===== src/rtl/pcsp_pkg.sv =====
// shared types, character codes and helpers for the conversion spec parser
// no dependencies
`timescale 1ns / 1ps

package pcsp_pkg;

   // bits of the saturation limit, capped by the 31-bit field width
   localparam int NUM_BITS = 31;
   localparam int FW_W     = 31;
   localparam int PREC_W   = 32;

   localparam logic [FW_W-1:0] LIMIT = (NUM_BITS >= FW_W) ? {FW_W{1'b1}} :
                                       FW_W'((64'd1 << NUM_BITS) - 64'd1);

   localparam logic [7:0] CH_NUL   = 8'h00;
   localparam logic [7:0] CH_PLUS  = 8'h2B;
   localparam logic [7:0] CH_MINUS = 8'h2D;
   localparam logic [7:0] CH_HASH  = 8'h23;
   localparam logic [7:0] CH_ZERO  = 8'h30;
   localparam logic [7:0] CH_NINE  = 8'h39;
   localparam logic [7:0] CH_BLANK = 8'h20;
   localparam logic [7:0] CH_QUOTE = 8'h27;
   localparam logic [7:0] CH_LOW_H = 8'h68;
   localparam logic [7:0] CH_LOW_L = 8'h6C;
   localparam logic [7:0] CH_LOW_J = 8'h6A;
   localparam logic [7:0] CH_LOW_Z = 8'h7A;
   localparam logic [7:0] CH_UP_L  = 8'h4C;
   localparam logic [7:0] CH_LOW_T = 8'h74;
   localparam logic [7:0] CH_DOT   = 8'h2E;
   localparam logic [7:0] CH_STAR  = 8'h2A;

   // flag and modifier bit positions
   localparam int FL_PLUS  = 0;
   localparam int FL_MINUS = 1;
   localparam int FL_HASH  = 2;
   localparam int FL_ZERO  = 3;
   localparam int FL_BLANK = 4;
   localparam int FL_QUOTE = 5;

   localparam int MD_HH = 0;
   localparam int MD_H  = 1;
   localparam int MD_LL = 2;
   localparam int MD_L  = 3;
   localparam int MD_J  = 4;
   localparam int MD_Z  = 5;
   localparam int MD_LD = 6;
   localparam int MD_T  = 7;

   typedef struct packed {
      logic        [7:0]  ch;
      logic signed [31:0] star_value;
   } req_type;

   typedef struct packed {
      logic        [5:0]        flag_bits;
      logic        [7:0]        modifier_bits;
      logic        [FW_W-1:0]   field_width;
      logic signed [PREC_W-1:0] precision_value;
      logic        [7:0]        conversion;
   } rsp_type;

   function automatic logic is_digit(input logic [7:0] c);
      return (c >= CH_ZERO) && (c <= CH_NINE);
   endfunction

   // acc * 10 + d, saturated at the limit
   function automatic logic [FW_W-1:0] acc_digit(input logic [FW_W-1:0] acc,
                                                 input logic [3:0] d);
      logic [FW_W+3:0] sum;
      sum = {1'b0, acc, 3'b000} + {3'b000, acc, 1'b0} + {{FW_W{1'b0}}, d};
      if (sum > {4'b0000, LIMIT})
         return LIMIT;
      return sum[FW_W-1:0];
   endfunction

endpackage


===== src/rtl/pcsp_core.sv =====
// parser state and per-character next-state and result logic
// depends on pcsp_pkg
`timescale 1ns / 1ps

module pcsp_core (
   input  logic              clock,
   input  logic              reset,
   input  logic              advance,
   input  pcsp_pkg::req_type req,
   output logic              has_result,
   output pcsp_pkg::rsp_type result
);
   import pcsp_pkg::*;

   typedef enum logic [2:0] {
      PH_NORMAL = 3'd0,
      PH_WIDTH  = 3'd1,
      PH_DOT    = 3'd2,
      PH_PREC   = 3'd3,
      PH_HPEND  = 3'd4,
      PH_LPEND  = 3'd5
   } phase_type;

   phase_type                phase_ff, phase_in;
   logic        [5:0]        flags_ff, flags_in;
   logic        [7:0]        mods_ff, mods_in;
   logic        [FW_W-1:0]   width_ff, width_in;
   logic signed [PREC_W-1:0] prec_ff, prec_in;

   logic              do_normal;
   logic              ch_digit;
   logic [3:0]        dval;
   logic [31:0]       star_mag;
   logic [FW_W-1:0]   star_width;
   logic [FW_W-1:0]   star_prec;

   assign ch_digit = is_digit(req.ch);
   assign dval     = req.ch[3:0];
   assign star_mag = req.star_value[31] ? 32'(-req.star_value) : 32'(req.star_value);
   assign star_width = (star_mag > {1'b0, LIMIT}) ? LIMIT : star_mag[FW_W-1:0];
   assign star_prec  = (req.star_value[30:0] > LIMIT) ? LIMIT : req.star_value[30:0];

   always_comb begin
      phase_in   = PH_NORMAL;
      flags_in   = flags_ff;
      mods_in    = mods_ff;
      width_in   = width_ff;
      prec_in    = prec_ff;
      do_normal  = 1'b1;
      has_result = 1'b0;
      result     = '0;

      unique case (phase_ff)
         PH_WIDTH: begin
            if (ch_digit) begin
               width_in  = acc_digit(width_ff, dval);
               phase_in  = PH_WIDTH;
               do_normal = 1'b0;
            end
         end
         PH_DOT: begin
            if (req.ch == CH_STAR) begin
               prec_in   = req.star_value[31] ? -32'sd1 : $signed({1'b0, star_prec});
               do_normal = 1'b0;
            end else if (ch_digit) begin
               prec_in   = $signed({1'b0, acc_digit('0, dval)});
               phase_in  = PH_PREC;
               do_normal = 1'b0;
            end else begin
               prec_in = '0;
            end
         end
         PH_PREC: begin
            if (ch_digit) begin
               prec_in   = $signed({1'b0, acc_digit(prec_ff[FW_W-1:0], dval)});
               phase_in  = PH_PREC;
               do_normal = 1'b0;
            end
         end
         PH_HPEND: begin
            if (req.ch == CH_LOW_H) begin
               mods_in[MD_HH] = 1'b1;
               do_normal      = 1'b0;
            end else begin
               mods_in[MD_H] = 1'b1;
            end
         end
         PH_LPEND: begin
            if (req.ch == CH_LOW_L) begin
               mods_in[MD_LL] = 1'b1;
               do_normal      = 1'b0;
            end else begin
               mods_in[MD_L] = 1'b1;
            end
         end
         default: ;
      endcase

      if (do_normal) begin
         unique case (req.ch)
            CH_PLUS:  flags_in[FL_PLUS]  = 1'b1;
            CH_MINUS: flags_in[FL_MINUS] = 1'b1;
            CH_HASH:  flags_in[FL_HASH]  = 1'b1;
            CH_ZERO:  flags_in[FL_ZERO]  = 1'b1;
            CH_BLANK: flags_in[FL_BLANK] = 1'b1;
            CH_QUOTE: flags_in[FL_QUOTE] = 1'b1;
            CH_LOW_H: phase_in = PH_HPEND;
            CH_LOW_L: phase_in = PH_LPEND;
            CH_LOW_J: mods_in[MD_J]  = 1'b1;
            CH_LOW_Z: mods_in[MD_Z]  = 1'b1;
            CH_UP_L:  mods_in[MD_LD] = 1'b1;
            CH_LOW_T: mods_in[MD_T]  = 1'b1;
            CH_DOT:   phase_in = PH_DOT;
            CH_STAR: begin
               if (req.star_value[31])
                  flags_in[FL_MINUS] = 1'b1;
               width_in = star_width;
            end
            default: begin
               if (ch_digit) begin
                  width_in = acc_digit('0, dval);
                  phase_in = PH_WIDTH;
               end else begin
                  // terminating character or end of string
                  has_result             = 1'b1;
                  result.flag_bits       = flags_in;
                  result.modifier_bits   = mods_in;
                  result.field_width     = width_in;
                  result.precision_value = prec_in;
                  result.conversion      = req.ch;
                  phase_in = PH_NORMAL;
                  flags_in = '0;
                  mods_in  = '0;
                  width_in = '0;
                  prec_in  = -32'sd1;
               end
            end
         endcase
      end
   end

   always_ff @(posedge clock) begin
      if (reset) begin
         phase_ff <= PH_NORMAL;
         flags_ff <= '0;
         mods_ff  <= '0;
         width_ff <= '0;
         prec_ff  <= -32'sd1;
      end else if (advance) begin
         phase_ff <= phase_in;
         flags_ff <= flags_in;
         mods_ff  <= mods_in;
         width_ff <= width_in;
         prec_ff  <= prec_in;
      end
   end

endmodule


===== src/rtl/printf_conversion_spec_parser.sv =====
// printf conversion spec parser: request register, parser core, response register
// a terminating request is held in the request register; its result is then registered
// in the response register, from which rsp is driven
// throughput: one character per cycle unless the response stalls; the parser next state is combinational
// a stalled response holds the core and the request register, then request intake
// reset (synchronous, active high) empties both registers and clears the parser state
`timescale 1ns / 1ps

module printf_conversion_spec_parser (
   input  logic              clock,
   input  logic              reset,
   input  logic              req_valid,
   output logic              req_stall,
   input  pcsp_pkg::req_type req_data,
   output logic              rsp_valid,
   input  logic              rsp_stall,
   output pcsp_pkg::rsp_type rsp_data
);
   import pcsp_pkg::*;

   req_type req_ff;
   logic    in_valid_ff, in_valid_in;
   rsp_type rsp_ff;
   logic    rsp_valid_ff, rsp_valid_in;

   logic    out_free;
   logic    advance;
   logic    req_take;
   logic    has_result;
   rsp_type result;

   assign out_free  = !rsp_valid_ff || !rsp_stall;
   assign advance   = in_valid_ff && out_free;
   assign req_stall = in_valid_ff && !out_free;
   assign req_take  = req_valid && !req_stall;

   pcsp_core u_core (
      .clock      (clock),
      .reset      (reset),
      .advance    (advance),
      .req        (req_ff),
      .has_result (has_result),
      .result     (result)
   );

   always_comb begin
      if (req_take)
         in_valid_in = 1'b1;
      else if (advance)
         in_valid_in = 1'b0;
      else
         in_valid_in = in_valid_ff;

      if (advance)
         rsp_valid_in = has_result;
      else if (!rsp_stall)
         rsp_valid_in = 1'b0;
      else
         rsp_valid_in = rsp_valid_ff;
   end

   always_ff @(posedge clock) begin
      if (reset) begin
         in_valid_ff  <= 1'b0;
         rsp_valid_ff <= 1'b0;
      end else begin
         in_valid_ff  <= in_valid_in;
         rsp_valid_ff <= rsp_valid_in;
      end
      if (req_take)
         req_ff <= req_data;
      if (advance && has_result)
         rsp_ff <= result;
   end

   assign rsp_valid = rsp_valid_ff;
   assign rsp_data  = rsp_ff;

   // a blocked request must still be there next cycle
   assert property (@(posedge clock) disable iff (reset)
      in_valid_ff && !out_free |=> in_valid_ff)
      else $error("held request lost");

   assert property (@(posedge clock) disable iff (reset)
      rsp_valid |-> rsp_data.precision_value >= -32'sd1)
      else $error("precision below -1");

   assert property (@(posedge clock) disable iff (reset)
      rsp_valid |-> rsp_data.field_width <= LIMIT)
      else $error("width above saturation limit");

   // the dot, star, plus and lowercase l spec characters never terminate a spec
   assert property (@(posedge clock) disable iff (reset)
      rsp_valid |-> rsp_data.conversion != CH_DOT && rsp_data.conversion != CH_STAR &&
                    rsp_data.conversion != CH_PLUS && rsp_data.conversion != CH_LOW_L)
      else $error("spec character emitted as conversion");

endmodule

===== config.mk =====
export PLATFORM = sky130hd
export DESIGN_NAME = printf_conversion_spec_parser
export DESIGN_NICKNAME = d
export VERILOG_FILES = /design/src/rtl/pcsp_pkg.sv /design/src/rtl/pcsp_core.sv /design/src/rtl/printf_conversion_spec_parser.sv
export SDC_FILE = /design/constraint.sdc
export NUM_CORES = 1
export LEC_CHECK = 0
export BUFFER_PORTS_ARGS = -buffer_cell sky130_fd_sc_hd__buf_4
export CAP_MARGIN = 30
export CORE_MARGIN = 2
export CORE_UTILIZATION = 65
export CTS_CLUSTER_SIZE = 28
export DETAILED_ROUTE_END_ITERATION = 16
export PLACE_DENSITY_LB_ADDON = 0.25
export SLEW_MARGIN = 20
export SYNTH_ARGS = -nofsm -noshare
export SYNTH_HDL_FRONTEND = slang
export SYNTH_SLANG_ARGS = --single-unit

===== constraint.sdc =====
create_clock -name clock -period 6.7 [get_ports clock]
set_clock_uncertainty 0.05 [all_clocks]
set_input_delay 1.34 -clock clock [delete_from_list [all_inputs] [get_ports clock]]
set_output_delay 1.34 -clock clock [all_outputs]
set_load 0.02 [all_outputs]

---- After elaboration in Yosys (flattened, before gate mapping) ----
Index checks and enable logic that the tools add are counted.
word-level totals
  logic and storage cells ................. 186
  flip-flop bits (word level) ............. 207
operators by class
  reductions and logical operators ........ 36
  bitwise logic cells ..................... 11
  add/subtract/negate cells ............... 5
  magnitude comparators ................... 7
  eq/ne operators ......................... 31
  multiplexer cells ....................... 73
operators by type and width
  kind                                                                               count
  31-bit two-way mux                                                                 14
  32-bit two-way mux                                                                 7
  13-bit OR reduction                                                                10
  34-bit by 32-bit adder with 35-bit output                                          2
  35-bit by 4-bit adder with 35-bit output                                           2
  35-bit by 31-bit greater-than comparator with 1-bit output, second input constant  2
  8-bit by 6-bit equality test with 1-bit output, second input constant              8
  32-bit one-hot mux with 2 select lines                                             1
  31-bit one-hot mux with 2 select lines                                             1
  8-bit by 7-bit equality test with 1-bit output, second input constant              6
  4-bit AND reduction                                                                9
  32-bit by 31-bit greater-than comparator with 1-bit output, second input constant  1
  32-bit negator                                                                     1
  31-bit greater-than comparator, second input constant                              1
  4-bit by 31-bit greater-than comparator with 1-bit output, second input constant   1
  1-bit two-way mux                                                                  28
  2-bit != test, second input constant                                               10
  1-bit one-hot mux with 2 select lines                                              9
  16-bit OR reduction                                                                1
  14-bit OR reduction                                                                1
  3-bit one-hot mux with 4 select lines                                              1
  12-bit OR reduction                                                                1
  1-bit NOT                                                                          11
  11-bit OR reduction                                                                1
  other kinds (21)                                                                   34

---- Longest topological paths before layout ----
  depth in word-level cells ............... 12
  mapped depth ............................ 13

---- By module ----
From an unflattened synthesis, not the netlist that was laid out.
second synthesis, totals
  cells, all modules ...................... 1657
  area, all modules ....................... 14450.1 um^2
by module, submodules not included
  module                         cells an instance  instances  area each (um^2)
  pcsp_core                      1520               1          10602.7
  printf_conversion_spec_parser  137                1          3847.4

---- Least setup slack after synthesis ----
Ideal clock, no wire load.
  path type ............................... input port to flip-flop
  start point ............................. in rsp_stall
  end point ............................... reg rsp_ff, in the netlist rsp_data[0], enable pin
  setup slack ............................. 2.449 ns
  stages on the path ...................... 5
  data required time ...................... 6.212 ns
  data arrival time ....................... 3.763 ns
  setup time .............................. 0.438 ns
  buffers on the path ..................... 0
  cell sequence ........................... nand2_1 > nand2_1 > a311oi_1 > nand2_1 > inv_1
on the way
  longest elaborated chain between the ends .. 4
ends and longest elaborated chain
  element               RTL line                             text
  start, declared       printf_conversion_spec_parser.sv:16  input logic rsp_stall,
  1-bit zero test       n/a
  1-bit logical OR      printf_conversion_spec_parser.sv:32  assign out_free = !rsp_valid_ff || !rsp_stall;
  1-bit logical AND     printf_conversion_spec_parser.sv:33  assign advance = in_valid_ff && out_free;
  1-bit logical AND     printf_conversion_spec_parser.sv:72  if (advance && has_result)
  end signal, assigned  printf_conversion_spec_parser.sv:73  rsp_ff <= result;
  end, declared         printf_conversion_spec_parser.sv:23  rsp_type rsp_ff;
Every way passes these cells.
A chain may end at the register's enable or synchronous reset.

---- Worst setup path in the final report ----
  start point ............................. reg req_ff[35] (netlist bit)
  end point ............................... reg u_core.width_ff[12]
on the way
  longest elaborated chain between the ends .. 10
  elaborated cells between the ends (all ways) .. 40
ends and longest elaborated chain
  element                                                     RTL line                             text
  start, declared                                             printf_conversion_spec_parser.sv:21  req_type req_ff;
  start signal, assigned                                      printf_conversion_spec_parser.sv:71  req_ff <= req_data;
  35-bit by 4-bit adder with 35-bit output                    pcsp_pkg.sv:70                       sum = {1'b0, acc, 3'b000} + {3'b000, acc, 1'b0} + {{FW_W{1'b0}}, d};
  35-bit by 31-bit greater-than comparator with 1-bit output  pcsp_pkg.sv:71                       if (sum > {4'b0000, LIMIT})
  1-bit two-way mux                                           pcsp_pkg.sv:71
  1-bit two-way mux                                           pcsp_core.sv:55                      if (ch_digit) begin
  1-bit two-way mux                                           pcsp_core.sv:53                      unique case (phase_ff)
  31-bit two-way mux                                          pcsp_pkg.sv:73                       return sum[FW_W-1:0];
  31-bit two-way mux                                          pcsp_core.sv:55
  31-bit two-way mux                                          pcsp_core.sv:53
  31-bit one-hot mux with 2 select lines                      pcsp_core.sv:100                     unique case (req.ch)
  31-bit two-way mux (*)                                      pcsp_core.sv:99                      if (do_normal) begin
  end signal, assigned                                        pcsp_core.sv:153                     width_ff <= width_in;
  end, declared                                               pcsp_core.sv:27                      logic [FW_W-1:0] width_ff, width_in;
Mark *: on every way between the ends. The rest lies on a longest branch, timed or not. The select of a mux whose other input is x is not followed.

==> reports/qor_table.md <==
| Group | Item | Reported |
|---|---|---|
| placed design | Placed cells | 2063 |
| global routing | Global-route met3 utilization | 6.84% |
| route | Post-DR wirelength/cell | 22.6 um |
| sta | Worst Tran Pin Value | 914 ps |
| pwr | Max IR drop VDD | 213 uV |
| cts | Maximum clock insertion buffer count | 3 |
| global routing | Met1 demand-to-capacity share in global routing | 56.2% |
| pwr | Portion of total power attributed to combinational logic | 25.7% |
| global routing | Wire length of the first global-routing pass | 74.6 mm |
| route | Routed WL | 47.6 mm |
| cts | Sink Count | 207 |
| critical path | Sequence of cells on the critical path | inv_1 > fa_1 > inv_1 > ha_1 > a211oi_1 > o211ai_1 > a211oi_2 > nor3_1 > or3_1 > a221o_2 > o21ai_4 > a221oi_1 |
| layout | Fraction of final layout cells sized beyond drive strength 1 | 12.2% |
| pwr | Power density over the cells | 222 nW/um^2 |
| critical path | Crit path launch type | flop |
| layout | Diode count | 0 |
| critical path | Worst endpoint data arrival time | 5130 ps |
| sta | Share of the clock period used by the worst path after layout | 71.9% |
| pwr | Portion of total power attributed to sequential cells | 40.3% |
| critical path | Endpoint of the most critical register-to-register path | u_core.width_ff[12]$_SDFFE_PP0P_ |
| global routing | Sum of overflow across all layers after global routing | 0 |
| route | Average vias per placed instance | 6.96 |
| critical path | Delay of the slowest cell on the worst path | 670 ps |
| cts | Number of buffers inserted during clock tree synthesis | 22 |
| global routing | Global routing usage on met2 | 58.5% |
| sta | Final Slew Violations | 0 |
| sta | Final sum of negative setup slack | 0 ps |
| floorplan | IO Pins | 131 |
| layout | Final #Nets | 1978 |
| route | Number of nets still failing antenna checks after routing | 0 |
| route | Vias after detailed routing | 14700 |
| critical path | Setup slack, reg-to-reg | 1890 ps |
| route | Number of design rule violations left after detail routing | 0 |
| synth | Yosys warning count | 0 |
| cts | Clock tree from TritonCTS | done |
| global routing | Antenna violations before repair | 0 |
| route | First drt pass iteration count | 6 |
| sta | Post-layout minimum cycle time | 4810 ps |
| cts | Total of cells resized after clock tree synthesis | 0 |
| critical path | Last element of the critical path | u_core.width_ff[12]$_SDFFE_PP0P_ |
| pwr | Net switching share of the total power | 32.7% |
| layout | Fill cell instance count of the final layout | 1636 |
| pwr | Total leakage power | 6.97 nW |
| synth | Cell count after synthesis | 1747 |
| critical path | Worst flop-to-flop path startpoint | req_ff[35]$_DFFE_PP_ |
| placed design | Global placer's final weighted congestion | 0.958 |
| outcome | Run status | finished, final reports clean |
| worst hold path | Worst Hold Depth | 2 |
| synth | Cell area after synthesis | 15100 um^2 |
| cts | Clock insertion delay at the later pin of the skew report | 530 ps |
| placed design | Placed wire-length estimate | 34.7 mm |
| critical path | Critical path fanouts, max | 17 |
| critical path | Worst setup path start | req_ff[35]$_DFFE_PP_ |
| synth | Count of flip-flops with a built-in enable after synthesis | 125 |
| sta | Setup repair after global routing missed its margin | no |
| global routing | Grt peak-use layer | met2 |
| sta | Final critical-path setup slack | 1890 ps |
| cts | Number of buffers added to fix hold violations after cts | 0 |
| critical path | Cell with the most instances on the worst path | inv_1 |
| worst hold path | Type of the most critical hold path | reg2reg |
| cts | Clock root buffer | clkbuf_16 |
| sta | Final number of hold-violating endpoints | 0 |
| placed design | Number of I/O port buffers | 130 |
| critical path | Kind of critical path | reg2reg |
| floorplan | Core outline area | 22700 um^2 |
| sta | Setup violators final | 0 |
| synth | Mean instance size in the synthesized netlist | 8.64 um^2 |
| synth | Post-Syn Nets | 1918 |
| synth | Register bit total from synthesis | 207 |
| layout | Multi-input combinational cell area | 9010 um^2 |
| floorplan | Horizontal die dimension | 156 um |
| synth | Part of the Yosys area used for sequential elements | 35.7% |
| layout | Flip-flop and latch area | 5400 um^2 |
| pwr | Clock share of power | 33.9% |
| floorplan | Die ar. | 24500 um^2 |
| sta | Highest attainable clock frequency | 0.208 GHz |
| layout | Layout-stage area growth over the synthesis result | 12.0% |
| floorplan | Starting Density | 66.5% |
| synth | Number of distinct library cell variants in the gate-level netlist after synthesis | 89 |
| sta | Headroom to the max-slew limit | 38.6% |
| critical path | Data required time at the worst endpoint | 7020 ps |
| global routing | Number of global-route vias before repair | 13400 |
| route | Number of DRC markers in iteration 0 | 1953 |
| critical path | Standard cell with the maximum stage delay on the critical path | edfxtp_1 |
| placed design | Worst setup slack before clock tree synthesis | 2040 ps |
| cts | Clock transition at the registers of the reported paths | 70 ps |
| cts | Setup bufs post-CTS | 0 |
| synth | Top_reg_cell synth | edfxtp_1 |
| sta | Hold slack final | 422 ps |
| global routing | GRT Overall Usage | 38.4% |
| floorplan | Die Ht | 156 um |
| layout | Finished Layout Cells | 2108 |
| pwr | Cell-internal power | 2.52 mW |
| cts | H-tree depth | 1 |
| critical path | Crit end category | flop |
| critical path | Cell count of the worst reg-to-reg path | 12 |
| synth | Fraction of synthesis flops using an asynchronous set or reset pin | 0% |
| global routing | Pin count of the biggest net entering global routing | 58 |
| floorplan | Cell row count | 55 |
| run | Number of max-cap violations | 0 |
| pwr | NetSw | 1.23 mW |
[stage by stage]
stage / util (%) / cell area [um^2] / total power, mW
after floorplan: - / 15100 / 2.17
after global placement: 70.8 / 16100 / 2.45
after detailed placement: 70.9 / 16100 / 2.47
after CTS: 74.2 / 16800 / 3.72
after global routing: 74.5 / 16900 / 3.88
final: 74.5 / 16900 / 3.75
[placed cells by master (no fill, tap or decap), types with 17 or more instances in the layout]
cell	instances
o211ai_1	25
nor3_1	66
nand4_1	17
nand2b_1	17
xnor2_1	40
a31oi_1	25
inv_1	57
nand2_1	81
xor2_1	32
nand3_1	26
and2_1	25
or3_1	18
a21oi_1	168
a211oi_1	38
buf_4	145
ha_1	123
o2111a_1	20
dfxtp_1	82
a21o_1	25
o21ai_0	162
nor2_1	203
edfxtp_1	125
clkbuf_16	22
o22ai_1	25
o31ai_1	17
[state kept, by name (all words and copies together), names as in the netlist]
| name | flops |
|---|---|
| in_valid_ff | 1 |
| req_ff | 40 |
| rsp_data | 85 |
| rsp_valid | 1 |
| u_core.flags_ff | 6 |
| u_core.mods_ff | 8 |
| u_core.phase_ff | 3 |
| u_core.prec_ff | 32 |
| u_core.width_ff | 31 |
[power groups by stage]
stage / Sequential (mW) / Combinational (mW) / Clock, mW
3_3_place_gp: 1.53 / 0.916 / 0
4_1_cts: 1.51 / 0.939 / 1.27
6_report: 1.51 / 0.965 / 1.27
2_1_floorplan: 1.55 / 0.622 / 0
3_5_place_dp: 1.54 / 0.930 / 0
5_1_grt: 1.52 / 1.04 / 1.32
[Yosys cell counts (7+ instances only)]
master	instances	area share (%)
o21ai_0	163	5.4
inv_1	58	1.4
xnor2_1	40	2.3
nand2_1	81	2.0
o311a_1	9	0.60
nor3b_1	7	0.35
o31ai_1	17	0.85
xor2_1	32	1.9
nor3_1	66	2.2
buf_2	29	0.96
nand2b_1	17	0.70
nor2_1	205	5.1
edfxtp_1	125	25
o21a_1	10	0.50
nand4_1	17	0.70
or3_1	18	0.75
clkbuf_1	75	1.9
o211ai_1	25	1.2
mux2i_1	7	0.46
ha_1	123	10
a31oi_1	25	1.0
o2111a_1	20	1.5
nor2b_1	10	0.41
a211o_1	11	0.64
o21ai_1	14	0.46
and3_1	13	0.54
nand3_1	27	0.90
dfxtp_1	82	11
and2_1	26	1.1
o41ai_1	7	0.41
a21oi_1	169	5.6
a211oi_1	38	1.9
o22ai_1	25	1.0
a21o_1	25	1.2
o21bai_1	9	0.45
[critical path, delay by kind of cell (launching register included)]
kind                     cells  cell delay, ps
AO/OA/AOI/OAI                6            2050
adder cells (fa/ha/maj)      2             940
buffers and inverters        2             430
flip-flops                   1             670
AND/OR/NAND/NOR              2             500
[final cells by class]
cell class,count,area share [%]
clock buffers,25,3.32
clock inverters,15,1.04
inverters,58,1.29
multi-input cells,1366,53.3
flip-flops and latches,207,31.9
well taps,285,2.11
repair buffers,152,7.05
[per-layer routing]
metal / share of wire, % / vias to the layer above / wire length [um]
met5: 0 / - / 0
met1: 42 / 6889 / 19800
met3: 12 / 115 / 5610
li1: - / 6692 / -
met4: 3.0 / 0 / 1410
met2: 44 / 981 / 20700
[worst min-delay path by stage]
stage                                                  to                             from
after floorplan           u_core.flags_ff[0]$_SDFFE_PP0P_  u_core.flags_ff[0]$_SDFFE_PP0P_
after global placement    u_core.flags_ff[0]$_SDFFE_PP0P_  u_core.flags_ff[0]$_SDFFE_PP0P_
after detailed placement  u_core.flags_ff[0]$_SDFFE_PP0P_  u_core.flags_ff[0]$_SDFFE_PP0P_
after CTS                 u_core.flags_ff[3]$_SDFFE_PP0P_  u_core.flags_ff[3]$_SDFFE_PP0P_
after global routing       u_core.mods_ff[0]$_SDFFE_PP0P_   u_core.mods_ff[0]$_SDFFE_PP0P_
final                      u_core.mods_ff[0]$_SDFFE_PP0P_   u_core.mods_ff[0]$_SDFFE_PP0P_
[kinds of logic after synthesis]
logic type                 share of synthesized area, %
xor gates and xnor gates                           4.18
and+or+nand+nor                                    17.4
buffers and inverters                              4.79
adders and majority gates                          10.7
DFF                                                35.7
AOI/OAI and AO/OA                                  26.6
muxes                                             0.613
(Power assumes the default switching activity.)
